--- config.mk ---
export PLATFORM = sky130hd
export DESIGN_NAME = two_stack_fifo_queue_flat
export DESIGN_NICKNAME = d
export VERILOG_FILES = /design/src/rtl/tsq_pkg.sv /design/src/rtl/tsq_req_if.sv /design/src/rtl/tsq_rsp_if.sv /design/src/rtl/tsq_ram.sv /design/src/rtl/tsq_ctrl.sv /design/src/rtl/two_stack_fifo_queue.sv /design/src/flat_wrapper.sv
export SDC_FILE = /design/constraint.sdc
export NUM_CORES = 2
export LEC_CHECK = 0
export BUFFER_PORTS_ARGS = -buffer_cell sky130_fd_sc_hd__buf_2
export CAP_MARGIN = 20
export CORE_MARGIN = 8
export CORE_UTILIZATION = 46
export DETAILED_ROUTE_END_ITERATION = 7
export SLEW_MARGIN = 40
export SYNTH_ARGS = -nofsm -noshare
export SYNTH_HDL_FRONTEND = slang
export SYNTH_SLANG_ARGS = --single-unit
--- constraint.sdc ---
create_clock -name clock -period 4.9 [get_ports clock]
set_input_delay 0.49 -clock clock [delete_from_list [all_inputs] [get_ports clock]]
set_output_delay 0.49 -clock clock [all_outputs]
set_load 0.01 [all_outputs]
--- src/rtl/tsq_pkg.sv ---
// Package with the sizes, codes and shared types of the two-stack FIFO queue.
package tsq_pkg;

   // Storage geometry of each stack.
   localparam int DEPTH  = 64;
   localparam int ADDR_W = $clog2(DEPTH);
   localparam int CNT_W  = $clog2(DEPTH + 1);

   // Field widths fixed by the interface.
   localparam int DATA_W   = 32;
   localparam int FUNC_W   = 2;
   localparam int STATUS_W = 2;
   localparam int ENTRY_W  = 8;
   localparam int CAP_W    = 7;
   localparam int CMP_W    = (CNT_W > CAP_W) ? CNT_W : CAP_W;

   localparam logic [CAP_W-1:0] CAP_RESET = CAP_W'(64);

   // Operation codes.
   localparam logic [FUNC_W-1:0] FUNC_ENQUEUE = 2'd0;
   localparam logic [FUNC_W-1:0] FUNC_DEQUEUE = 2'd1;
   localparam logic [FUNC_W-1:0] FUNC_PEEK    = 2'd2;

   // Status codes.
   localparam logic [STATUS_W-1:0] STATUS_OK       = 2'd0;
   localparam logic [STATUS_W-1:0] STATUS_OVERFLOW = 2'd1;
   localparam logic [STATUS_W-1:0] STATUS_EMPTY    = 2'd2;

   // Control sequencer states.
   typedef enum logic [1:0] {
      ST_IDLE,
      ST_XFER,
      ST_FETCH,
      ST_RESULT
   } state_type;

   // Write and read port request for one stack memory.
   typedef struct packed {
      logic              we;
      logic [ADDR_W-1:0] waddr;
      logic [DATA_W-1:0] wdata;
      logic [ADDR_W-1:0] raddr;
   } mem_req_type;

   // Finished result handed to the output register.
   typedef struct packed {
      logic                       load;
      logic signed [DATA_W-1:0]   value;
      logic        [STATUS_W-1:0] status;
      logic        [ENTRY_W-1:0]  count;
   } result_type;

endpackage

--- src/rtl/tsq_req_if.sv ---
// Request channel interface: operation code and value to enqueue.
interface tsq_req_if;
   import tsq_pkg::*;

   logic                     valid;
   logic                     ready;
   logic        [FUNC_W-1:0] func;
   logic signed [DATA_W-1:0] value_in;

   modport source (output valid, output func, output value_in, input ready);
   modport sink   (input valid, input func, input value_in, output ready);

endinterface

--- src/rtl/tsq_rsp_if.sv ---
// Response channel interface: value, status and total entry count.
interface tsq_rsp_if;
   import tsq_pkg::*;

   logic                       valid;
   logic                       ready;
   logic signed [DATA_W-1:0]   value_out;
   logic        [STATUS_W-1:0] status;
   logic        [ENTRY_W-1:0]  entry_count;

   modport source (output valid, output value_out, output status, output entry_count,
                   input ready);
   modport sink   (input valid, input value_out, input status, input entry_count,
                   output ready);

endinterface

--- src/rtl/tsq_ram.sv ---
// Generic simple dual-port RAM with one write port and a registered read port.
module tsq_ram #(
   parameter int WIDTH = 32,
   parameter int DEPTH = 64,
   localparam int AW   = (DEPTH > 1) ? $clog2(DEPTH) : 1
) (
   input  logic             clock,
   input  logic             wr_en,
   input  logic [AW-1:0]    wr_addr,
   input  logic [WIDTH-1:0] wr_data,
   input  logic [AW-1:0]    rd_addr,
   output logic [WIDTH-1:0] rd_data
);

   logic [WIDTH-1:0] mem_ff [DEPTH];
   logic [WIDTH-1:0] rd_data_ff;

   // Write port.
   always_ff @(posedge clock) begin
      if (wr_en) begin
         mem_ff[wr_addr] <= wr_data;
      end
   end

   // Read port, registered.
   always_ff @(posedge clock) begin
      rd_data_ff <= mem_ff[rd_addr];
   end

   assign rd_data = rd_data_ff;

endmodule

--- src/rtl/tsq_ctrl.sv ---
// Control sequencer: stack counts, capacity register, refill walk and result build.
module tsq_ctrl (
   input  logic                         clock,
   input  logic                         reset,
   input  logic                         csr_wr_en,
   input  logic [tsq_pkg::CAP_W-1:0]    csr_wr_data,
   input  logic                         req_fire,
   input  logic [tsq_pkg::FUNC_W-1:0]   req_func,
   input  logic [tsq_pkg::DATA_W-1:0]   req_value,
   output logic                         req_ready,
   input  logic                         out_free,
   output tsq_pkg::result_type          result,
   output tsq_pkg::mem_req_type         in_mem,
   input  logic [tsq_pkg::DATA_W-1:0]   in_rdata,
   output tsq_pkg::mem_req_type         out_mem,
   input  logic [tsq_pkg::DATA_W-1:0]   out_rdata
);
   import tsq_pkg::*;

   state_type         state_ff, state_in;
   logic [FUNC_W-1:0] func_ff, func_in;
   logic [DATA_W-1:0] value_ff, value_in;
   logic [CNT_W-1:0]  in_count_ff, in_count_in;
   logic [CNT_W-1:0]  out_count_ff, out_count_in;
   logic [CAP_W-1:0]  cap_ff, cap_in;
   logic [CNT_W-1:0]  xfer_rd_ff, xfer_rd_in;
   logic              wr_pend_ff, wr_pend_in;
   logic [ADDR_W-1:0] wr_idx_ff, wr_idx_in;

   logic [CNT_W-1:0]  in_top;
   logic [CNT_W-1:0]  out_top;
   logic [CNT_W-1:0]  in_last;
   logic              overflow;
   logic [CNT_W:0]    count_sum;

   // Top-of-stack positions and the enqueue limit check.
   assign in_top    = in_count_ff - CNT_W'(1) - xfer_rd_ff;
   assign out_top   = out_count_ff - CNT_W'(1);
   assign in_last   = in_count_ff - CNT_W'(1);
   assign overflow  = (CMP_W'(in_count_ff) >= CMP_W'(cap_ff)) ||
                      (in_count_ff >= CNT_W'(DEPTH));
   assign count_sum = {1'b0, in_count_in} + {1'b0, out_count_in};
   assign req_ready = (state_ff == ST_IDLE);

   // State and count registers.
   always_ff @(posedge clock) begin
      if (reset) begin
         state_ff     <= ST_IDLE;
         in_count_ff  <= '0;
         out_count_ff <= '0;
         cap_ff       <= CAP_RESET;
         wr_pend_ff   <= 1'b0;
      end else begin
         state_ff     <= state_in;
         in_count_ff  <= in_count_in;
         out_count_ff <= out_count_in;
         cap_ff       <= cap_in;
         wr_pend_ff   <= wr_pend_in;
      end
   end

   // Operation and walk payload registers.
   always_ff @(posedge clock) begin
      func_ff    <= func_in;
      value_ff   <= value_in;
      xfer_rd_ff <= xfer_rd_in;
      wr_idx_ff  <= wr_idx_in;
   end

   // Next state, memory requests and result.
   always_comb begin
      state_in     = state_ff;
      func_in      = func_ff;
      value_in     = value_ff;
      in_count_in  = in_count_ff;
      out_count_in = out_count_ff;
      cap_in       = csr_wr_en ? csr_wr_data : cap_ff;
      xfer_rd_in   = xfer_rd_ff;
      wr_pend_in   = 1'b0;
      wr_idx_in    = xfer_rd_ff[ADDR_W-1:0];

      in_mem.we     = 1'b0;
      in_mem.waddr  = in_count_ff[ADDR_W-1:0];
      in_mem.wdata  = value_ff;
      in_mem.raddr  = in_top[ADDR_W-1:0];
      out_mem.we    = wr_pend_ff;
      out_mem.waddr = wr_idx_ff;
      out_mem.wdata = in_rdata;
      out_mem.raddr = out_top[ADDR_W-1:0];

      result.load   = 1'b0;
      result.value  = '0;
      result.status = STATUS_OK;

      unique case (state_ff)
         ST_IDLE: begin
            if (req_fire) begin
               func_in  = req_func;
               value_in = req_value;
               if ((req_func == FUNC_DEQUEUE || req_func == FUNC_PEEK) &&
                   out_count_ff == '0 && in_count_ff != '0) begin
                  state_in   = ST_XFER;
                  xfer_rd_in = '0;
               end else begin
                  state_in = ST_RESULT;
               end
            end
         end
         ST_XFER: begin
            // Read the input stack from the top down, write the output stack
            // from the bottom up in the following cycle.
            if (xfer_rd_ff != in_count_ff) begin
               xfer_rd_in = xfer_rd_ff + CNT_W'(1);
               wr_pend_in = 1'b1;
            end
            if (wr_pend_ff && CNT_W'(wr_idx_ff) == in_last) begin
               out_count_in = in_count_ff;
               in_count_in  = '0;
               state_in     = ST_FETCH;
            end
         end
         ST_FETCH: begin
            // The new top of the output stack is being read.
            state_in = ST_RESULT;
         end
         ST_RESULT: begin
            if (out_free) begin
               result.load = 1'b1;
               state_in    = ST_IDLE;
               case (func_ff)
                  FUNC_ENQUEUE: begin
                     if (overflow) begin
                        result.status = STATUS_OVERFLOW;
                     end else begin
                        in_mem.we   = 1'b1;
                        in_count_in = in_count_ff + CNT_W'(1);
                     end
                  end
                  FUNC_DEQUEUE, FUNC_PEEK: begin
                     if (out_count_ff == '0) begin
                        result.status = STATUS_EMPTY;
                     end else begin
                        result.value = out_rdata;
                        if (func_ff == FUNC_DEQUEUE) begin
                           out_count_in = out_top;
                        end
                     end
                  end
                  default: begin
                     result.status = STATUS_OK;
                  end
               endcase
            end
         end
         default: begin
            state_in = ST_IDLE;
         end
      endcase

      result.count = ENTRY_W'(count_sum);
   end

endmodule

--- src/rtl/two_stack_fifo_queue.sv ---
// Top level of the FIFO queue built from two stack memories.
//
//   channel   direction  beat contents
//   req_chan  in         func, value_in
//   rsp_chan  out        value_out, status, entry_count
//   csr_*     in         stack_capacity write, no read-back
//
// An enqueue, a func 3 no-op, or a dequeue or peek that finds the output stack
// filled passes through the accept cycle and then the result cycle.
// A dequeue or peek that finds the output stack empty refills it first, one entry
// a cycle through the input stack's read port, then fetches the new top of stack.
// Reset clears the counts and the state; the memories are not cleared.
// A finished beat waits in the output register; one more item is accepted meanwhile
// and then holds in its result cycle until the register frees up.
module two_stack_fifo_queue (
   input  logic                        clock,
   input  logic                        reset,
   tsq_req_if.sink                     req_chan,
   tsq_rsp_if.source                   rsp_chan,
   input  logic                        csr_wr_en,
   input  logic [tsq_pkg::CAP_W-1:0]   csr_wr_data
);
   import tsq_pkg::*;

   mem_req_type       in_mem;
   mem_req_type       out_mem;
   logic [DATA_W-1:0] in_rdata;
   logic [DATA_W-1:0] out_rdata;
   result_type        result;
   logic              req_ready;
   logic              req_fire;
   logic              out_free;

   logic                       rsp_valid_ff, rsp_valid_in;
   logic signed [DATA_W-1:0]   rsp_value_ff;
   logic        [STATUS_W-1:0] rsp_status_ff;
   logic        [ENTRY_W-1:0]  rsp_count_ff;

   // Request handshake.
   assign req_chan.ready = req_ready;
   assign req_fire       = req_chan.valid && req_ready;
   assign out_free       = !rsp_valid_ff || rsp_chan.ready;

   // Sequencer.
   tsq_ctrl u_ctrl (
      .clock       (clock),
      .reset       (reset),
      .csr_wr_en   (csr_wr_en),
      .csr_wr_data (csr_wr_data),
      .req_fire    (req_fire),
      .req_func    (req_chan.func),
      .req_value   (req_chan.value_in),
      .req_ready   (req_ready),
      .out_free    (out_free),
      .result      (result),
      .in_mem      (in_mem),
      .in_rdata    (in_rdata),
      .out_mem     (out_mem),
      .out_rdata   (out_rdata)
   );

   // Input stack storage.
   tsq_ram #(.WIDTH(DATA_W), .DEPTH(DEPTH)) u_in_ram (
      .clock   (clock),
      .wr_en   (in_mem.we),
      .wr_addr (in_mem.waddr),
      .wr_data (in_mem.wdata),
      .rd_addr (in_mem.raddr),
      .rd_data (in_rdata)
   );

   // Output stack storage.
   tsq_ram #(.WIDTH(DATA_W), .DEPTH(DEPTH)) u_out_ram (
      .clock   (clock),
      .wr_en   (out_mem.we),
      .wr_addr (out_mem.waddr),
      .wr_data (out_mem.wdata),
      .rd_addr (out_mem.raddr),
      .rd_data (out_rdata)
   );

   // Output register valid flag.
   assign rsp_valid_in = result.load || (rsp_valid_ff && !rsp_chan.ready);

   always_ff @(posedge clock) begin
      if (reset) begin
         rsp_valid_ff <= 1'b0;
      end else begin
         rsp_valid_ff <= rsp_valid_in;
      end
   end

   // Output register payload.
   always_ff @(posedge clock) begin
      if (result.load) begin
         rsp_value_ff  <= result.value;
         rsp_status_ff <= result.status;
         rsp_count_ff  <= result.count;
      end
   end

   assign rsp_chan.valid       = rsp_valid_ff;
   assign rsp_chan.value_out   = rsp_value_ff;
   assign rsp_chan.status      = rsp_status_ff;
   assign rsp_chan.entry_count = rsp_count_ff;

endmodule

--- src/flat_wrapper.sv ---
// flat-port wrapper written by rule: the top's interface ports become plain ports
module two_stack_fifo_queue_flat import tsq_pkg::*;
  (clock, reset, csr_wr_en, csr_wr_data, req_chan_valid, req_chan_func, req_chan_value_in, req_chan_ready, rsp_chan_valid, rsp_chan_value_out, rsp_chan_status, rsp_chan_entry_count, rsp_chan_ready);
  tsq_req_if req_chan_i ();
  tsq_rsp_if rsp_chan_i ();
  input  logic clock;
  input  logic reset;
  input  logic csr_wr_en;
  input  logic [tsq_pkg::CAP_W-1:0] csr_wr_data;
  input wire logic [$bits(req_chan_i.valid)-1:0] req_chan_valid;
  input wire logic [$bits(req_chan_i.func)-1:0] req_chan_func;
  input wire logic [$bits(req_chan_i.value_in)-1:0] req_chan_value_in;
  output wire logic [$bits(req_chan_i.ready)-1:0] req_chan_ready;
  output wire logic [$bits(rsp_chan_i.valid)-1:0] rsp_chan_valid;
  output wire logic [$bits(rsp_chan_i.value_out)-1:0] rsp_chan_value_out;
  output wire logic [$bits(rsp_chan_i.status)-1:0] rsp_chan_status;
  output wire logic [$bits(rsp_chan_i.entry_count)-1:0] rsp_chan_entry_count;
  input wire logic [$bits(rsp_chan_i.ready)-1:0] rsp_chan_ready;
  assign req_chan_i.valid = req_chan_valid;
  assign req_chan_i.func = req_chan_func;
  assign req_chan_i.value_in = req_chan_value_in;
  assign req_chan_ready = req_chan_i.ready;
  assign rsp_chan_valid = rsp_chan_i.valid;
  assign rsp_chan_value_out = rsp_chan_i.value_out;
  assign rsp_chan_status = rsp_chan_i.status;
  assign rsp_chan_entry_count = rsp_chan_i.entry_count;
  assign rsp_chan_i.ready = rsp_chan_ready;
  two_stack_fifo_queue u_core (.clock(clock), .reset(reset), .req_chan(req_chan_i), .rsp_chan(rsp_chan_i), .csr_wr_en(csr_wr_en), .csr_wr_data(csr_wr_data));
endmodule
# Word level (Yosys, flattened, before mapping)
# Memories as Yosys holds them, arrays and structs flattened. A register that Yosys moved wholly into a read port is not among the register bits.
# Cells that the tools add are included.
classes:
  addsub: 6
  n_lt_le_gt_ge: 2
  n_eq_ne: 14
  mux: 36
  bitwise_logic: 4
  reduce_logical: 23
op_table:
  columns: ["operator", "count"]
  rows:
  - ["$mux 7", 12]
  - ["$mux 35", 2]
  - ["$mux 32", 2]
  - ["$pmux 7 s2", 3]
  - ["$add 7x1->7 const B", 2]
  - ["$sub 7x1->7 const B", 2]
  - ["$mux 1", 10]
  - ["$mux 2", 5]
  - ["$add 7x7->8", 1]
  - ["$eq 2x2->1 const B", 4]
  - ["$ne 2x2->1 const B", 4]
  - ["$pmux 2 s4", 1]
  - ["$eq 6x7->1", 1]
  - ["$ge 7x7->1", 1]
  - ["$ge 7x7->1 const B", 1]
  - ["$logic_not 7->1", 1]
  - ["$ne 7x7->1", 1]
  - ["$reduce_bool 7->1", 1]
  - ["$eq 2x1->1 const B", 3]
  - ["$sub 6x6->6", 1]
  - ["$logic_and 1x1->1", 5]
  - ["$logic_not 2->1", 2]
  - ["$logic_or 1x1->1", 4]
  - ["$not 1->1", 4]
  - ["other kinds (9)", 12]
word_totals:
  ff_bits: 114
  ram_bits: 4096
  in_bits: 46
  output_inout_bits: 44
  word_cells: 100
  mem_count: 2
memory_table:
  columns: ["memory", "depth", "word_bits", "read_ports", "rd_ports_with_merged_regs", "write_ports", "line_no", "rtl"]
  rows:
  - ["u_core.u_in_ram.mem_ff", 64, 32, 1, 1, 1, "tsq_ram.sv:15", "logic [WIDTH-1:0] mem_ff [DEPTH];"]
  - ["u_core.u_out_ram.mem_ff", 64, 32, 1, 1, 1, "tsq_ram.sv:15", null]

# Depth between registers and ports, before layout
logic_depth:
  word_depth: 8
  mapped_depth: 19
  ltp_nobuf: 16

# Hierarchy
# A second synthesis with hierarchy kept.
unflattened:
  cells_unflattened: 7161
  hier_area_um2: 162873.7
by_module_without_submodules:
  columns: ["mod", "n_inst", "cells_per_inst", "area_each_um2"]
  rows:
  - ["tsq_ram", 2, 3324, 78515.3]
  - ["tsq_ctrl", 1, 466, 4529.3]
  - ["two_stack_fifo_queue", 1, 47, 1313.8]

# Worst setup path after synthesis
# No wires, ideal clock.
synth_path:
  kind: "flip-flop to flip-flop"
  startpoint: "reg u_core.u_ctrl.out_count_ff[0]"
  endpoint: "reg u_core.rsp_count_ff[6], in the netlist u_core.rsp_chan.entry_count[6] (data pin)"
  arrival_ps: 4724
  required_ps: 4642
  path_slack_ps: -82
  stages_incl_launch_ff: 20
  synth_period_minus_slack_ps: 4982
  path_cell_list: "dfxtp_1 -> clkbuf_1 -> buf_1 -> buf_1 -> inv_1 -> ha_1 -> nor3b_1 -> a2111oi_0 -> nand2_1 -> nand2_1 -> a21oi_1 -> or3_1 -> ha_1 -> fa_1 -> a21oi_1 -> nor2_1 -> nor2_1 -> o21bai_1 -> a21oi_1 -> xnor2_1"
synth_rtl:
  columns: ["item", "line_no", "rtl"]
  rows:
  - ["start: declaration", "tsq_ctrl.sv:24", "logic [CNT_W-1:0] out_count_ff, out_count_in;"]
  - ["start signal: assignment", "tsq_ctrl.sv:56", "out_count_ff <= out_count_in;"]
  - ["end signal: assignment", "two_stack_fifo_queue.sv:98", "rsp_count_ff <= result.count;"]
  - ["end: declaration", "two_stack_fifo_queue.sv:37", "logic [ENTRY_W-1:0] rsp_count_ff;"]

# Worst setup path in the final report
layout_path:
  startpoint: "reg u_core.u_ctrl.in_count_ff[1]"
  endpoint: "reg u_core.u_in_ram.rd_data_ff[9], in the netlist u_core.u_in_ram.rd_data[9], read port of u_core.u_in_ram.mem_ff"
layout_via:
  elab_chain_cells: 2
layout_rtl:
  columns: ["item", "line_no", "rtl"]
  rows:
  - ["start: declaration", "tsq_ctrl.sv:23", "logic [CNT_W-1:0] in_count_ff, in_count_in;"]
  - ["start signal: assignment", "tsq_ctrl.sv:55", "in_count_ff <= in_count_in;"]
  - ["$sub 7x1->7", "tsq_ctrl.sv:37", "assign in_top = in_count_ff - CNT_W'(1) - xfer_rd_ff;"]
  - ["$sub 6x6->6", "tsq_ctrl.sv:37", null]
  - ["end: declaration", "tsq_ram.sv:16", "logic [WIDTH-1:0] rd_data_ff;"]
# Every way passes these cells.
# A chain may end at the register's enable or synchronous reset.

==> run metrics <==
Layout Nets 7332; sequential element share of the synthesized area 78.6%; RePlAce Congestion between 0.7 and 0.8; CP max-delay cell fa_4; Design Power slightly below 100 mW; Worst path top cell family by delay multiplexers; Main synth FF type edfxtp_1; number of synthesized flops with an enable pin approximately 4200; syn avg cell area 24.6 um2; HP Start req_chan_valid; IO Pins 90; critical path endpoint category flop; Worst Tran Pin Value ~0.90 ns; 1st-pass router iterations 5; clk sinks 4274; setup ws final roughly 0.47 ns; status finished, final reports clean; P_leak 57.7 nW; Mapped Nets 6675; Num CTS Buffers approximately 420; die area about 370000 um2; site row count around 220; worst hold slack 0.161 ns; Die W approximately 610 um; Pwr Density around 530 nW/um2; routed via count around 74000; WL final ~410000 um; fin crit period around 4.4 ns; IO buf count 89; Final ANT Viol Nets 0; CTS tree done; Avg Vias per Cell between 6 and 7; final worst path period share 90.3%; initial antenna violation count 11; asr flop ratio synth 0%; Cells after Synth around 6600; warnings from Yosys 0; Worst Path Arrival 5.20 ns; clk buf depth 4; worst path required time 5.68 ns; area grow syn2layout 15.3%; DP Worst Slack about 0.53 ns; commonest non-fill, non-tap cell in the layout edfxtp_1; clk slew on worst S/H paths 0.06 ns; setup TNS 0 ns; WS Path Type reg -> reg; Seq cells post-synth between 4000 and 5000; first-pass GRT wire length 577000 um; CP startpoint kind flop; initial DRC count 8656; Max Cap Viol 0; clock skew between 0.04 and 0.05 ns; Initial Util a little under half; peak supply drop between 0.0006 and 0.0007 V; ranking of synthesized cells by area edfxtp_1, mux4_2, dfxtp_1; final hold vios 0; worst r2r src u_core.u_ctrl.in_count_ff[1]$_SDFF_PP0_; synthesized area 162000 um2; clock latency on the worst-skew pair 0.97 ns; Setup-failing EPs final 0; GRT Total Usage 21.7%; Die Ht slightly above 600 um; worst-path fanout max 32; Buf/Inv on CP 5; CP Cell Sequence inv_1 > ha_1 > inv_1 > fa_4 > buf_12 > buf_12 > buf_4 > mux4_2 > mux4_2 > mux2i_1 > mux2i_1; fill cell count 26400; Core Region between 300000 and 400000 um2; share of layout cells above drive strength 1 between 30% and 40%; number of global-route vias before repair 76200; grt ovf 0; Critical Path Max Stage Delay 1.00 ns; Slew headroom about 40%; worst setup path startpoint u_core.u_ctrl.in_count_ff[1]$_SDFF_PP0_; area leader, netlist edfxtp_1; PostCTS Resize Cnt 0; HP Class in -> reg; Root Buffer clkbuf_16; Slew Viols, Final 0; Routed WL per cell ~34 um; Synth top area share between 70% and 80%; f_max about 230 MHz; RSZ-0062 raised after global routing no; most frequent cells in the layout edfxtp_1, mux4_2, clkbuf_16; DRC 0; Yosys cell types 62; H-tree levels 5; pin count of the biggest net entering global routing 87; hpwl dp 233000 um
## metal layers
layer  vias up  routed length (um)  global-route usage (%)
met3       527               26800                    2.90
met4         0               11100                    5.56
met2      2885              206000                    36.4
met1     40800              167000                    30.3
li1      29900                   -                       -
met5         -                   0                       0
## through the flow
step                util, %  cell area, um2  cells
floorplan                 -          162000   6597
global placement       48.9          172000  11400
detailed placement     49.1          173000  11400
CTS                    53.1          187000  12200
global route           53.1          187000  12200
finish                 53.1          187000  12200
## synthesized netlist by cell type (5+ instances only)
library cell  instances
nand2_1              74
nand2b_1              8
nand3_1              21
dfxtp_1              95
nor2_1              159
ha_1                 30
xnor2_1              22
clkbuf_1            237
mux2i_1             105
inv_1                25
a21o_1                7
a22oi_1              66
nand4_1               5
nor4_1                6
nor2b_1               6
a21oi_1              21
o21ai_0               6
buf_2                 6
buf_1                98
and2_1               39
xor2_1               15
edfxtp_1           4179
or3_1                12
nor3_1               10
mux4_2             1280
## sequential cells by signal (all words and copies together) (netlist names)
signal                       count
u_core.rsp_chan.value_out       32
u_core.rsp_chan.valid            1
u_core.u_out_ram.mem_ff       2048
u_core.u_in_ram.rd_data         32
u_core.u_ctrl.wr_idx_ff          6
u_core.rsp_chan.status           2
u_core.u_ctrl.func_ff            2
u_core.u_in_ram.mem_ff        2048
u_core.u_out_ram.rd_data        32
u_core.u_ctrl.wr_pend_ff         1
u_core.u_ctrl.cap_ff             7
u_core.u_ctrl.state_ff           2
u_core.rsp_chan.entry_count      8
u_core.u_ctrl.xfer_rd_ff         7
u_core.u_ctrl.out_count_ff       7
u_core.u_ctrl.in_count_ff        7
u_core.u_ctrl.value_ff          32
## kinds of logic after synthesis
logic type / after synthesis / share of synthesized area [%]
DFF: 4274 / 78.6
muxes: 1389 / 18.5
buffers and inverters: 370 / 0.867
and+or+nand+nor: 360 / 1.03
AOI/OAI and AO/OA: 135 / 0.617
xor gates and xnor gates: 37 / 0.200
adders and majority gates: 32 / 0.256
## where the power goes
group	switching, mW	internal, mW	total, mW	leakage, nW
clock network	13.6	18.1	31.7	6.63
logic	13.8	8.67	22.5	12.7
registers	0.410	44.1	44.5	38.4
## worst paths after layout
path	slack (ns)	depth (start not counted)	to
worst max-delay path	0.47	11	u_core.u_in_ram.rd_data[9]$_DFF_P_
worst min-delay path	0.16	3	u_core.u_ctrl.xfer_rd_ff[5]$_SDFFCE_PN0P_
worst max register to register	0.47	11	u_core.u_in_ram.rd_data[9]$_DFF_P_
worst min register to register	0.50	1	u_core.rsp_chan.value_out[0]$_SDFFCE_PP0P_
## worst register-to-register path: stages, from the launching register on
cell     delay [ns]
dfxtp_1        0.35
inv_1          0.11
ha_1           0.37
inv_1          0.09
fa_4           1.00
buf_12         0.21
buf_12         0.24
buf_4          0.27
mux4_2         0.34
mux4_2         0.48
mux2i_1        0.66
mux2i_1        0.16
## what timing repair did
action | CTS | global route
hold buffers | 54 | 0
endpoints found under the hold margin | 44 | 0
setup buffers | 0 | 0
## layout make-up
cell class | count | area (um2) | share of cell area (%)
well taps | 4620 | 5780 | 3.09
repair buffers | 579 | 5580 | 2.98
clock buffers | 514 | 11200 | 5.99
inverters | 27 | 101 | 0.0542
flip-flops and latches | 4274 | 127000 | 68.2
multi-input cells | 1953 | 34500 | 18.5
clock inverters | 259 | 2300 | 1.23
diodes | 10 | 25.0 | 0.0134
No activity file was read; power rests on OpenSTA's default activity.
